[src/hw/rtl/dual_channel_windowed_rms_meter_assert.svh]
// Assertion macros for the dual-channel RMS meter (empty in synthesis).
`ifndef DUAL_CHANNEL_WINDOWED_RMS_METER_ASSERT_SVH
`define DUAL_CHANNEL_WINDOWED_RMS_METER_ASSERT_SVH
`ifndef SYNTHESIS
// same-cycle implication, checked on clk, off while rst_n is low
`define RMSM_ASSERT_IMP(lbl, ante, cons) \
  lbl: assert property (@(posedge clk) disable iff (!rst_n) (ante) |-> (cons)) \
    else $error("rms meter check failed");
// next-cycle implication
`define RMSM_ASSERT_NXT(lbl, ante, cons) \
  lbl: assert property (@(posedge clk) disable iff (!rst_n) (ante) |=> (cons)) \
    else $error("rms meter check failed");
`else
`define RMSM_ASSERT_IMP(lbl, ante, cons)
`define RMSM_ASSERT_NXT(lbl, ante, cons)
`endif
`endif

[src/hw/rtl/rmsm_pkg.sv]
// Shared constants and register codes of the dual-channel RMS meter.
`default_nettype none

package rmsm_pkg;

  // default widths
  localparam int SAMPLE_BITS_DEF = 12;
  localparam int WINDOW_BITS_DEF = 12;

  // fixed field widths
  localparam int GAIN_BITS = 20;
  localparam int GAIN_FRAC = 16;
  localparam int RMS_BITS  = 16;

  // register reset values
  localparam int WINDOW_LEN_RST = 123;
  localparam int GAIN_CUR_RST   = 2000;
  localparam int GAIN_VOL_RST   = 121484;

  // configuration register map
  localparam int CFG_IDX_BITS = 3;

  typedef enum logic [CFG_IDX_BITS-1:0] {
    REG_OFFSET_CUR = 3'd0,
    REG_OFFSET_VOL = 3'd1,
    REG_WINDOW_LEN = 3'd2,
    REG_GAIN_CUR   = 3'd3,
    REG_GAIN_VOL   = 3'd4
  } cfg_reg_t;

endpackage

`default_nettype wire

[src/hw/rtl/rmsm_if.sv]
// Valid/ready channel interfaces for sample pairs and RMS results.
`default_nettype none

// sample pair channel
interface rmsm_in_if import rmsm_pkg::*; #(
  parameter int SAMPLE_BITS = SAMPLE_BITS_DEF
) ();
  logic                   valid;
  logic                   ready;
  logic [SAMPLE_BITS-1:0] current_sample;
  logic [SAMPLE_BITS-1:0] voltage_sample;

  modport source (output valid, output current_sample, output voltage_sample, input ready);
  modport sink   (input valid, input current_sample, input voltage_sample, output ready);
endinterface

// RMS result channel
interface rmsm_out_if import rmsm_pkg::*; ();
  logic                valid;
  logic                ready;
  logic [RMS_BITS-1:0] rms_current;
  logic [RMS_BITS-1:0] rms_voltage;

  modport source (output valid, output rms_current, output rms_voltage, input ready);
  modport sink   (input valid, input rms_current, input rms_voltage, output ready);
endinterface

`default_nettype wire

[src/hw/rtl/dual_channel_windowed_rms_meter.sv]
// Dual-channel windowed true-RMS meter: square-accumulate, divide, root, scale.
//
//   port    dir  word                               handshake
//   in_if   in   current_sample, voltage_sample     valid/ready
//   out_if  out  rms_current, rms_voltage           valid/ready
//   cfg_*   in   register index, write data         cfg_we, no stall
//
// A sample word that does not close a window is accepted, then passes three
// multiply/accumulate steps through the one shared multiplier.
// For a closing word, each channel in turn runs a restoring divide and a
// bit-pair square root that share one subtractor, one bit per cycle, and is
// then scaled by the shared multiplier and saturated. The result holds in the
// output register until taken; no new word is taken meanwhile. Synchronous
// reset clears sums, count and state; config registers take their defaults.
`default_nettype none
`include "dual_channel_windowed_rms_meter_assert.svh"

module dual_channel_windowed_rms_meter import rmsm_pkg::*; #(
  parameter int SAMPLE_BITS = SAMPLE_BITS_DEF,
  parameter int WINDOW_BITS = WINDOW_BITS_DEF,
  localparam int CFG_W = (GAIN_BITS > SAMPLE_BITS) ?
                         ((GAIN_BITS > WINDOW_BITS) ? GAIN_BITS : WINDOW_BITS) :
                         ((SAMPLE_BITS > WINDOW_BITS) ? SAMPLE_BITS : WINDOW_BITS)
) (
  input  logic                    clk,
  input  logic                    rst_n,
  input  logic                    cfg_we,
  input  logic [CFG_IDX_BITS-1:0] cfg_idx,
  input  logic [CFG_W-1:0]        cfg_wdata,
  rmsm_in_if.sink                 in_if,
  rmsm_out_if.source              out_if
);

  localparam int ACC_BITS = 2 * SAMPLE_BITS + WINDOW_BITS;
  localparam int SQ_BITS  = 2 * SAMPLE_BITS;
  localparam int SQ_STEPS = (ACC_BITS + 1) / 2;
  localparam int WORK_W   = 2 * SQ_STEPS;
  localparam int MA       = SQ_STEPS;   // covers root and sample magnitude
  localparam int MB       = GAIN_BITS;  // covers gain and sample magnitude
  localparam int PW       = MA + MB;
  localparam int SUB_W    = (WINDOW_BITS + 1 > SQ_STEPS + 3) ? WINDOW_BITS + 1 : SQ_STEPS + 3;
  localparam int REM_W    = (WINDOW_BITS > SQ_STEPS + 1) ? WINDOW_BITS : SQ_STEPS + 1;
  localparam int STEP_W   = $clog2(ACC_BITS);

  localparam logic [SAMPLE_BITS-1:0] OFFSET_RST = {1'b1, {(SAMPLE_BITS-1){1'b0}}};
  localparam logic [PW-1:0]          SAT_LIM    = PW'((1 << RMS_BITS) - 1);

  typedef enum logic [8:0] {
    ST_IDLE    = 9'b000000001,
    ST_SQ_CUR  = 9'b000000010,
    ST_SQ_VOL  = 9'b000000100,
    ST_ACC_VOL = 9'b000001000,
    ST_DIV     = 9'b000010000,
    ST_SQRT    = 9'b000100000,
    ST_MUL     = 9'b001000000,
    ST_SAT     = 9'b010000000,
    ST_OUT     = 9'b100000000
  } state_t;

  // configuration registers
  logic [SAMPLE_BITS-1:0] offset_cur_r, offset_vol_r;
  logic [WINDOW_BITS-1:0] window_len_r;
  logic [GAIN_BITS-1:0]   gain_cur_r, gain_vol_r;

  // control state
  state_t                 state_r, state_nxt;
  logic                   ch_r, ch_nxt;
  logic [WINDOW_BITS-1:0] count_r, count_nxt;
  logic [ACC_BITS-1:0]    cur_sum_r, cur_sum_nxt;
  logic [ACC_BITS-1:0]    vol_sum_r, vol_sum_nxt;
  logic [STEP_W-1:0]      step_r, step_nxt;

  // datapath registers
  logic [SAMPLE_BITS-1:0] mag_cur_r, mag_cur_nxt;
  logic [SAMPLE_BITS-1:0] mag_vol_r, mag_vol_nxt;
  logic [WORK_W-1:0]      work_r, work_nxt;
  logic [REM_W-1:0]       rem_r, rem_nxt;
  logic [SQ_STEPS-1:0]    root_r, root_nxt;
  logic [PW-1:0]          prod_r;
  logic [RMS_BITS-1:0]    rms_cur_r, rms_cur_nxt;
  logic [RMS_BITS-1:0]    rms_vol_r, rms_vol_nxt;

  // shared units
  logic [MA-1:0]          mul_a;
  logic [MB-1:0]          mul_b;
  logic [PW-1:0]          mul_p;
  logic [SUB_W-1:0]       sub_a, sub_b;
  logic [SUB_W:0]         sub_d;
  logic                   sub_ge;

  logic [WINDOW_BITS-1:0] len;
  logic [WINDOW_BITS:0]   count_inc;
  logic                   win_close;
  logic                   in_acc;
  logic [PW-1:0]          scaled;
  logic [RMS_BITS-1:0]    sat_val;

  // a window length of zero acts as one
  assign len       = (window_len_r == '0) ? WINDOW_BITS'(1) : window_len_r;
  assign count_inc = {1'b0, count_r} + (WINDOW_BITS+1)'(1);
  assign win_close = count_inc >= {1'b0, len};
  assign in_acc    = in_if.valid && in_if.ready;

  // handshake and result word
  assign in_if.ready        = (state_r == ST_IDLE);
  assign out_if.valid       = (state_r == ST_OUT);
  assign out_if.rms_current = rms_cur_r;
  assign out_if.rms_voltage = rms_vol_r;

  // shared multiplier: squares, then root times gain
  always_comb begin
    mul_a = '0;
    mul_b = '0;
    unique case (state_r)
      ST_SQ_CUR: begin
        mul_a = MA'(mag_cur_r);
        mul_b = MB'(mag_cur_r);
      end
      ST_SQ_VOL: begin
        mul_a = MA'(mag_vol_r);
        mul_b = MB'(mag_vol_r);
      end
      ST_MUL: begin
        mul_a = root_r;
        mul_b = ch_r ? gain_vol_r : gain_cur_r;
      end
      default: begin
      end
    endcase
  end

  assign mul_p = mul_a * mul_b;

  // shared subtractor: divide remainder step or root trial step
  always_comb begin
    sub_a = '0;
    sub_b = '0;
    unique case (state_r)
      ST_DIV: begin
        sub_a = SUB_W'({rem_r[WINDOW_BITS-1:0], work_r[ACC_BITS-1]});
        sub_b = SUB_W'(len);
      end
      ST_SQRT: begin
        sub_a = SUB_W'({rem_r[SQ_STEPS:0], work_r[WORK_W-1 -: 2]});
        sub_b = SUB_W'({root_r, 2'b01});
      end
      default: begin
      end
    endcase
  end

  assign sub_d  = {1'b0, sub_a} - {1'b0, sub_b};
  assign sub_ge = !sub_d[SUB_W];

  // truncate the Q16 product, saturate to the result width
  assign scaled  = prod_r >> GAIN_FRAC;
  assign sat_val = (scaled > SAT_LIM) ? {RMS_BITS{1'b1}} : scaled[RMS_BITS-1:0];

  // sequencer
  always_comb begin
    state_nxt   = state_r;
    ch_nxt      = ch_r;
    count_nxt   = count_r;
    cur_sum_nxt = cur_sum_r;
    vol_sum_nxt = vol_sum_r;
    step_nxt    = step_r;
    mag_cur_nxt = mag_cur_r;
    mag_vol_nxt = mag_vol_r;
    work_nxt    = work_r;
    rem_nxt     = rem_r;
    root_nxt    = root_r;
    rms_cur_nxt = rms_cur_r;
    rms_vol_nxt = rms_vol_r;

    unique case (state_r)
      ST_IDLE: begin
        if (in_acc) begin
          mag_cur_nxt = (in_if.current_sample >= offset_cur_r) ?
                        in_if.current_sample - offset_cur_r :
                        offset_cur_r - in_if.current_sample;
          mag_vol_nxt = (in_if.voltage_sample >= offset_vol_r) ?
                        in_if.voltage_sample - offset_vol_r :
                        offset_vol_r - in_if.voltage_sample;
          state_nxt   = ST_SQ_CUR;
        end
      end
      ST_SQ_CUR: begin
        state_nxt = ST_SQ_VOL;
      end
      ST_SQ_VOL: begin
        cur_sum_nxt = cur_sum_r + ACC_BITS'(prod_r[SQ_BITS-1:0]);
        state_nxt   = ST_ACC_VOL;
      end
      ST_ACC_VOL: begin
        vol_sum_nxt = vol_sum_r + ACC_BITS'(prod_r[SQ_BITS-1:0]);
        if (win_close) begin
          // start on the current channel
          ch_nxt    = 1'b0;
          work_nxt  = WORK_W'(cur_sum_r);
          rem_nxt   = '0;
          step_nxt  = STEP_W'(ACC_BITS - 1);
          state_nxt = ST_DIV;
        end else begin
          count_nxt = count_inc[WINDOW_BITS-1:0];
          state_nxt = ST_IDLE;
        end
      end
      ST_DIV: begin
        // restoring divide, quotient shifts in at the bottom
        rem_nxt  = sub_ge ? REM_W'(sub_d[WINDOW_BITS-1:0]) : REM_W'(sub_a[WINDOW_BITS-1:0]);
        work_nxt = WORK_W'({work_r[ACC_BITS-2:0], sub_ge});
        if (step_r == '0) begin
          rem_nxt   = '0;
          root_nxt  = '0;
          step_nxt  = STEP_W'(SQ_STEPS - 1);
          state_nxt = ST_SQRT;
        end else begin
          step_nxt = step_r - STEP_W'(1);
        end
      end
      ST_SQRT: begin
        // one root bit per cycle from the top bit pair
        rem_nxt  = sub_ge ? REM_W'(sub_d[SQ_STEPS:0]) : REM_W'(sub_a[SQ_STEPS:0]);
        root_nxt = {root_r[SQ_STEPS-2:0], sub_ge};
        work_nxt = {work_r[WORK_W-3:0], 2'b00};
        if (step_r == '0) begin
          state_nxt = ST_MUL;
        end else begin
          step_nxt = step_r - STEP_W'(1);
        end
      end
      ST_MUL: begin
        state_nxt = ST_SAT;
      end
      ST_SAT: begin
        if (!ch_r) begin
          rms_cur_nxt = sat_val;
          ch_nxt      = 1'b1;
          work_nxt    = WORK_W'(vol_sum_r);
          rem_nxt     = '0;
          step_nxt    = STEP_W'(ACC_BITS - 1);
          state_nxt   = ST_DIV;
        end else begin
          rms_vol_nxt = sat_val;
          cur_sum_nxt = '0;
          vol_sum_nxt = '0;
          count_nxt   = '0;
          state_nxt   = ST_OUT;
        end
      end
      ST_OUT: begin
        if (out_if.ready) begin
          state_nxt = ST_IDLE;
        end
      end
      default: begin
        state_nxt = ST_IDLE;
      end
    endcase
  end

  // control registers
  always_ff @(posedge clk) begin
    if (!rst_n) begin
      state_r   <= ST_IDLE;
      ch_r      <= 1'b0;
      count_r   <= '0;
      cur_sum_r <= '0;
      vol_sum_r <= '0;
      step_r    <= '0;
    end else begin
      state_r   <= state_nxt;
      ch_r      <= ch_nxt;
      count_r   <= count_nxt;
      cur_sum_r <= cur_sum_nxt;
      vol_sum_r <= vol_sum_nxt;
      step_r    <= step_nxt;
    end
  end

  // datapath registers
  always_ff @(posedge clk) begin
    mag_cur_r <= mag_cur_nxt;
    mag_vol_r <= mag_vol_nxt;
    work_r    <= work_nxt;
    rem_r     <= rem_nxt;
    root_r    <= root_nxt;
    prod_r    <= mul_p;
    rms_cur_r <= rms_cur_nxt;
    rms_vol_r <= rms_vol_nxt;
  end

  // configuration writes; unknown indexes are dropped
  always_ff @(posedge clk) begin
    if (!rst_n) begin
      offset_cur_r <= OFFSET_RST;
      offset_vol_r <= OFFSET_RST;
      window_len_r <= WINDOW_BITS'(WINDOW_LEN_RST);
      gain_cur_r   <= GAIN_BITS'(GAIN_CUR_RST);
      gain_vol_r   <= GAIN_BITS'(GAIN_VOL_RST);
    end else if (cfg_we) begin
      unique case (cfg_reg_t'(cfg_idx))
        REG_OFFSET_CUR: offset_cur_r <= cfg_wdata[SAMPLE_BITS-1:0];
        REG_OFFSET_VOL: offset_vol_r <= cfg_wdata[SAMPLE_BITS-1:0];
        REG_WINDOW_LEN: window_len_r <= cfg_wdata[WINDOW_BITS-1:0];
        REG_GAIN_CUR:   gain_cur_r   <= cfg_wdata[GAIN_BITS-1:0];
        REG_GAIN_VOL:   gain_vol_r   <= cfg_wdata[GAIN_BITS-1:0];
        default: begin
        end
      endcase
    end
  end

  // checks
  `RMSM_ASSERT_IMP(a_out_sums_clear, out_if.valid, (cur_sum_r == '0 && vol_sum_r == '0 && count_r == '0))
  `RMSM_ASSERT_IMP(a_div_rem_below_len, (state_r == ST_DIV), (rem_r[WINDOW_BITS-1:0] < len))
  `RMSM_ASSERT_IMP(a_sqrt_rem_bound, (state_r == ST_SQRT), ({1'b0, rem_r[SQ_STEPS:0]} <= {1'b0, root_r, 1'b0}))
  `RMSM_ASSERT_NXT(a_out_taken_ready, (out_if.valid && out_if.ready), in_if.ready)

endmodule

`default_nettype wire
[src/flat_wrapper.sv]
// flat-port wrapper written by rule: the top's interface ports become plain ports
module dual_channel_windowed_rms_meter_flat import rmsm_pkg::*;
#(
  parameter int SAMPLE_BITS = SAMPLE_BITS_DEF,
  parameter int WINDOW_BITS = WINDOW_BITS_DEF,
  localparam int CFG_W = (GAIN_BITS > SAMPLE_BITS) ?
                         ((GAIN_BITS > WINDOW_BITS) ? GAIN_BITS : WINDOW_BITS) :
                         ((SAMPLE_BITS > WINDOW_BITS) ? SAMPLE_BITS : WINDOW_BITS)
)
  (clk, rst_n, cfg_we, cfg_idx, cfg_wdata, in_if_valid, in_if_current_sample, in_if_voltage_sample, in_if_ready, out_if_valid, out_if_rms_current, out_if_rms_voltage, out_if_ready);
  rmsm_in_if #(.SAMPLE_BITS(SAMPLE_BITS)) in_if_i ();
  rmsm_out_if out_if_i ();
  input  logic clk;
  input  logic rst_n;
  input  logic cfg_we;
  input  logic [CFG_IDX_BITS-1:0] cfg_idx;
  input  logic [CFG_W-1:0] cfg_wdata;
  input wire logic [$bits(in_if_i.valid)-1:0] in_if_valid;
  input wire logic [$bits(in_if_i.current_sample)-1:0] in_if_current_sample;
  input wire logic [$bits(in_if_i.voltage_sample)-1:0] in_if_voltage_sample;
  output wire logic [$bits(in_if_i.ready)-1:0] in_if_ready;
  output wire logic [$bits(out_if_i.valid)-1:0] out_if_valid;
  output wire logic [$bits(out_if_i.rms_current)-1:0] out_if_rms_current;
  output wire logic [$bits(out_if_i.rms_voltage)-1:0] out_if_rms_voltage;
  input wire logic [$bits(out_if_i.ready)-1:0] out_if_ready;
  assign in_if_i.valid = in_if_valid;
  assign in_if_i.current_sample = in_if_current_sample;
  assign in_if_i.voltage_sample = in_if_voltage_sample;
  assign in_if_ready = in_if_i.ready;
  assign out_if_valid = out_if_i.valid;
  assign out_if_rms_current = out_if_i.rms_current;
  assign out_if_rms_voltage = out_if_i.rms_voltage;
  assign out_if_i.ready = out_if_ready;
  dual_channel_windowed_rms_meter #(.SAMPLE_BITS(SAMPLE_BITS), .WINDOW_BITS(WINDOW_BITS)) u_core (.clk(clk), .rst_n(rst_n), .cfg_we(cfg_we), .cfg_idx(cfg_idx), .cfg_wdata(cfg_wdata), .in_if(in_if_i), .out_if(out_if_i));
endmodule
[config.mk]
export PLATFORM = sky130hd
export DESIGN_NAME = dual_channel_windowed_rms_meter_flat
export DESIGN_NICKNAME = d
export VERILOG_FILES = /design/src/hw/rtl/rmsm_pkg.sv /design/src/hw/rtl/rmsm_if.sv /design/src/hw/rtl/dual_channel_windowed_rms_meter.sv /design/src/flat_wrapper.sv
export VERILOG_INCLUDE_DIRS = /design/src /design/src/hw/rtl
export SDC_FILE = /design/constraint.sdc
export NUM_CORES = 2
export LEC_CHECK = 0
export ABC_AREA = 1
export ABC_CLOCK_PERIOD_IN_PS = 15400
export BUFFER_PORTS_ARGS = -buffer_cell sky130_fd_sc_hd__buf_2
export CAP_MARGIN = 20
export CORE_MARGIN = 5
export CORE_UTILIZATION = 37
export DETAILED_ROUTE_END_ITERATION = 8
export PLACE_DENSITY = 0.48
export SLEW_MARGIN = 25
export SYNTH_ARGS = -nofsm -noshare
export SYNTH_HDL_FRONTEND = slang
export SYNTH_SLANG_ARGS = --single-unit
[constraint.sdc]
create_clock -name clk -period 15.4 [get_ports clk]
set_input_delay 3.08 -clock clk [delete_from_list [all_inputs] [get_ports clk]]
set_output_delay 3.08 -clock clk [all_outputs]
set_load 0.005 [all_outputs]
# After elaboration in Yosys (flattened, before gate mapping)
# Cells that the tools add are included.
[word_totals] ff_bits=343 output_inout_bits=34 wordCells=121
[classes] n_addsub=9 multipliers=1 magnitude_cmp=4 n_eq_ne=22 n_mux=40 bitwise=1 reduce_logical=25
[ops] cell="36-bit one-hot mux with 2 select lines" count=2
[ops] cell="36-bit one-hot mux with 4 select lines" count=1
[ops] cell="36-bit 2-to-1 mux" count=3
[ops] cell="9-bit one-hot mux with 9 select lines" count=1
[ops] cell="19-bit 2-to-1 mux" count=4
[ops] cell="19-bit one-hot mux with 4 select lines" count=1
[ops] cell="36-bit by 24-bit adder with 36-bit output" count=2
[ops] cell="12-bit 2-to-1 mux" count=6
[ops] cell="20-bit one-hot mux with 3 select lines" count=1
[ops] cell="18-bit one-hot mux with 3 select lines" count=1
[ops] cell="12-bit subtractor" count=4
[ops] cell="9-bit 2-to-1 mux" count=5
[ops] cell="21-bit one-hot mux with 2 select lines" count=1
[ops] cell="20-bit one-hot mux with 2 select lines" count=1
[ops] cell="18-bit by 20-bit multiplier with 38-bit output" count=1
[ops] cell="18-bit one-hot mux with 2 select lines" count=1
[ops] cell="12-bit >= comparator" count=2
[ops] cell="6-bit 2-to-1 mux" count=4
[ops] cell="12-bit one-hot mux with 2 select lines" count=1
[ops] cell="6-bit one-hot mux with 4 select lines" count=1
[ops] cell="2-bit AND reduction" count=12
[ops] cell="22-bit by 16-bit greater-than comparator with 1-bit output, second input constant" count=1
[ops] cell="21-bit by 20-bit subtractor with 22-bit output" count=1
[ops] cell="20-bit 2-to-1 mux" count=1
[ops] cell="32 further kinds" count=44

# Longest topological paths before layout
[logic_depth] word_depth=7 ltp_mapped=38

# Worst setup path before layout
# OpenSTA, ideal clock, no wires.
[synth_path] path_kind="register -> register" start="reg u_core.state_r[0]" end="reg u_core.prod_r[26]" setup_time_ns=0.072 arrival_ns=5.995 required_ns=15.328 path_slack_ns=9.333 stages_incl_launch_ff=30 n_path_buf=2 path_cell_list="dfxtp_1 -> nor2_1 -> nand2_4 -> nor2_4 -> nand2_4 -> inv_4 -> buf_6 -> a21oi_2 -> inv_2 -> buf_4 -> nand2_1 -> fa_1 -> inv_1 -> fa_1 -> inv_1 -> fa_1 -> inv_1 -> fa_1 -> fa_1 -> inv_1 -> fa_1 -> inv_1 -> ha_1 -> nand2_1 -> nor2_1 -> nand2_1 -> o21ai_0 -> nand2_1 -> o21ai_0 -> xor2_1"
[synth_between] elab_chain_cells=3
[synth_rtl] element="from (decl)" line_no="dual_channel_windowed_rms_meter.sv:66" rtl="state_t state_r, state_nxt;"
[synth_rtl] element="from (signal assigned)" line_no="dual_channel_windowed_rms_meter.sv:272" rtl="state_r <= state_nxt;"
[synth_rtl] element="9-bit by 7-bit == test with 1-bit output (tied with other cells)" line_no="dual_channel_windowed_rms_meter.sv:114" rtl="unique case (state_r)"
[synth_rtl] element="18-bit one-hot mux with 3 select lines or 20-bit one-hot mux with 3 select lines (tied branches)" line_no="dual_channel_windowed_rms_meter.sv:114"
[synth_rtl] element="18-bit by 20-bit multiplier with 38-bit output (*)" line_no="dual_channel_windowed_rms_meter.sv:132" rtl="assign mul_p = mul_a * mul_b;"
[synth_rtl] element="named net u_core.mul_p[26]" line_no="dual_channel_windowed_rms_meter.sv:86" rtl="logic [PW-1:0] mul_p;"
[synth_rtl] element="to (signal assigned)" line_no="dual_channel_windowed_rms_meter.sv:288" rtl="prod_r <= mul_p;"
[synth_rtl] element="to (decl)" line_no="dual_channel_windowed_rms_meter.sv:79" rtl="logic [PW-1:0] prod_r;"
# The timed path passes the listed nets; every way through them passes the cells marked *.
# A chain may end at the register's enable or synchronous reset.

# Final worst setup path
[layout_path] start="reg u_core.state_r[5]" end="reg u_core.prod_r[26]"
# Same word-level chain as after synthesis.

==> impl_metrics.py <==
metrics = {
    "outcome": {
        "status": "finished clean",
    },
    "clock_tree": {
        "cts_resized": 0,
        "cts_made_buffers": 43,
        "cts_max_path_buffers": 3,
        "cts_tree": "yes",
        "path_clk_slew_ns": 0.06,
        "h-tree-depth": 2,
        "post-cts-setup-buffers": 0,
        "clock_latency_ns": 0.62,
        "cts_hold_buf": 0,
        "clock-root-buffer": "clkbuf_16",
        "cts.sinks": 343,
    },
    "floorplanning": {
        "pin_count": 86,
        "dieArea_mm2": 0.09678,
        "core_area_mm2": 0.09001,
        "start_util_pct": 37.27,
        "die_y_um": 311.1,
        "rows": 110,
        "die_width_um": 311.1,
    },
    "synthesis": {
        "ys_warn_count": 0,
        "synth_top_area_share_pct": 17.61,
        "ys_seq_area_share_pct": 24.32,
        "synth_cells": 4539,
        "syn-mean-instance-area_um2": 7.390,
        "ys_seq_elements": 343,
        "syn-cell-area_mm2": 0.03354,
        "synthTopCellsByArea": "fa_1 (18%), nand2_1 (13%), dfxtp_1 (13%)",
        "ys_types": 59,
        "synth_nets": 5126,
        "yosys.area.top_type": "fa_1",
    },
    "cells_and_area": {
        "final_cell_mix": "nand2_1 (1,179), inv_1 (901), nor2_1 (343)",
        "finalNonFillerCells": 5755,
        "area.growth.synth_to_final_pct": 8.087,
        "nNetsFinal": 5130,
        "layout_commonest_cell": "nand2_1",
        "drive_gt1_share_pct": 6.378,
        "postLayoutCoreUtil_pct": 40.28,
        "fillCellCount": 9686,
    },
    "setup_path": {
        "crit_slowest_cell": "fa_1",
        "cp_data_arrival_time_ns": 7.70,
        "cp_max_fo": 36,
        "worst_path_most_repeated_cell": "fa_1",
        "worstPathRequired_ns": 15.91,
        "max_stage_delay_ns": 0.56,
        "worstSetupEndpointType": "register",
        "start_kind": "register",
        "critPathKind": "reg -> reg",
    },
    "power_and_ir_drop": {
        "peakVddDrop_mv": 0.08029,
        "p_per_area_mw_per_mm2": 62.25,
        "leakage_nw": 18.57,
    },
    "route": {
        "detail_route.wirelength_um": 102600,
        "antenna_left": 0,
        "drc": 0,
        "vias": 28030,
        "dr.first_iter.drc_count": 1777,
        "wl_per_cell_um": 17.83,
        "vias_per_cell": 4.871,
        "dr.pass1.iters": 6,
    },
    "grt": {
        "grtUsageTotal_pct": 21.00,
        "grt_util_met1_pct": 29.67,
        "grt-ovfl-total": 0,
        "use_met3_pct": 3.563,
        "grt_pass1_vias": 28140,
        "grt_pass1_wl_um": 162000,
        "grt_busiest_layer": "met2",
        "antenna_found_initial": 4,
        "grt_max_degree": 60,
        "use_met2_pct": 33.61,
    },
    "sta": {
        "rsz0062_at_grt": "false",
        "timing.final.crit_share_pct": 46.66,
        "period_needed_ns": 7.186,
        "setup_tns_ns": 0,
        "tightest_slew_ns": 1.058,
        "setup_viol": 0,
        "slew_violations": 0,
        "finalHoldViolations": 0,
        "skew_ns": 0.05048,
        "fmax_mhz": 139.2,
        "max_slew_margin_pct": 29.46,
    },
    "job": {
        "maxCapViolCount": 0,
    },
    "placement": {
        "dp.cells": 5674,
        "gp_congestion": 0.8996,
        "io_buffers": 85,
        "hpwl_um": 81430,
    },
    "min_path": {
        "min_path_type": "reg -> reg",
    },
}
-- registers in the layout (all words and copies together), names as in the netlist, 16 cells and up --
register                   cells
u_core.rem_r                  19
u_core.gain_vol_r             20
u_core.vol_sum_r              36
u_core.out_if.rms_current     16
u_core.out_if.rms_voltage     16
u_core.prod_r                 38
u_core.root_r                 18
u_core.work_r                 36
u_core.cur_sum_r              36
u_core.gain_cur_r             20
-- routing by layer --
metal,wire length [um],share of wire [%],vias to the layer above
li1,-,-,14110
met1,49080,48,13220
met2,45270,44,578
met3,5487,5.3,118
met4,2776,2.7,2
met5,13,0.013,-
-- area by class of cell --
| cell class | count | area, um^2 | area share [%] |
|---|---|---|---|
| flip-flops and latches | 343 | 8158 | 22.50 |
| multi-input cells | 3113 | 21050 | 58.07 |
| well taps | 1176 | 1471 | 4.058 |
| inverters | 943 | 3565 | 9.832 |
| diodes | 1 | 2.502 | 0.006902 |
| repair buffers | 99 | 530.5 | 1.463 |
| clock inverters | 18 | 256.5 | 0.7074 |
| clock buffers | 62 | 1220 | 3.365 |
-- synth_stat cells (all sizes together) --
master and instances:
nor2b 1, o21ai 200, a31oi 4, or2 13, edfxtp 129, nand4 44, mux2i 2, nand2 1197
dfxtp 214, o21a 4, clkbuf 43, xor2 71, clkinv 1, o221ai 1, o211ai 11, nor3 29
nand3b 14, ha 240, a41o 1, a22o 6, xnor2 18, a211oi 6, nor2 361, or4 1
fa 295, nor4 10, a221oi 3, a21oi 314, nand2b 1, a21boi 7, nand3 175, buf 97
o2111ai 22, o22ai 30, and2 2, o31ai 1, inv 942, o21bai 15, a21o 14
-- path summary, 6_finish.rpt --
path                                     start  slack [ns]  depth (start not counted)                                 to
max             u_core.state_r[5]$_SDFFE_PN0P_        8.21                         28          u_core.prod_r[26]$_DFF_P_
min reg2reg  u_core.gain_cur_r[1]$_SDFFE_PN0P_        0.45                          2  u_core.gain_cur_r[1]$_SDFFE_PN0P_
min          u_core.gain_cur_r[1]$_SDFFE_PN0P_        0.45                          2  u_core.gain_cur_r[1]$_SDFFE_PN0P_
max reg2reg     u_core.state_r[5]$_SDFFE_PN0P_        8.21                         28          u_core.prod_r[26]$_DFF_P_
-- where the power goes --
group | switching, mW | internal [mW] | leakage [nW] | total (mW)
Combinational | 0.150 | 0.0599 | 15.0 | 0.210
Sequential | 0.0157 | 0.964 | 2.91 | 0.979
Clock | 0.442 | 0.626 | 0.710 | 1.07
-- kinds of logic (layout without fill, tap and decap cells) --
| group | count (synthesis) | in the layout | share of synthesized area (%) |
|---|---|---|---|
| AOI/OAI and AO/OA | 639 | 639 | 10.92 |
| adders and majority gates | 535 | 535 | 26.56 |
| buffers and inverters | 1083 | 1122 | 13.03 |
| muxes | 2 | 2 | 0.05968 |
| xor gates and xnor gates | 89 | 89 | 2.324 |
| DFF | 343 | 343 | 24.32 |
| and+or+nand+nor | 1848 | 1848 | 22.79 |
| other | 0 | 1 | 0 |
-- stage by stage --
step | power [mW] | setup WS (ns) | instance area, um^2 | hold slack [ns]
after floorplan | 1.137 | 9.333 | 33540 | 0.4236
after global placement | 1.209 | 8.289 | 34750 | 0.4368
after detailed placement | 1.210 | 8.179 | 34750 | 0.4385
after CTS | 2.294 | 8.122 | 36230 | 0.4489
after global routing | 2.363 | 7.760 | 36250 | 0.4653
final | 2.257 | 8.214 | 36260 | 0.4472
-- worst max-delay path, delay by kind of cell, from the launching register on --
kind | cells | cell delay (ns)
flip-flops | 1 | 0.35
AO/OA/AOI/OAI | 4 | 1.17
XOR/XNOR | 1 | 0.17
adder cells (fa/ha/maj) | 7 | 3.46
buffers and inverters | 7 | 0.70
AND/OR/NAND/NOR | 9 | 1.16
No activity file was read; power rests on OpenSTA's default activity.
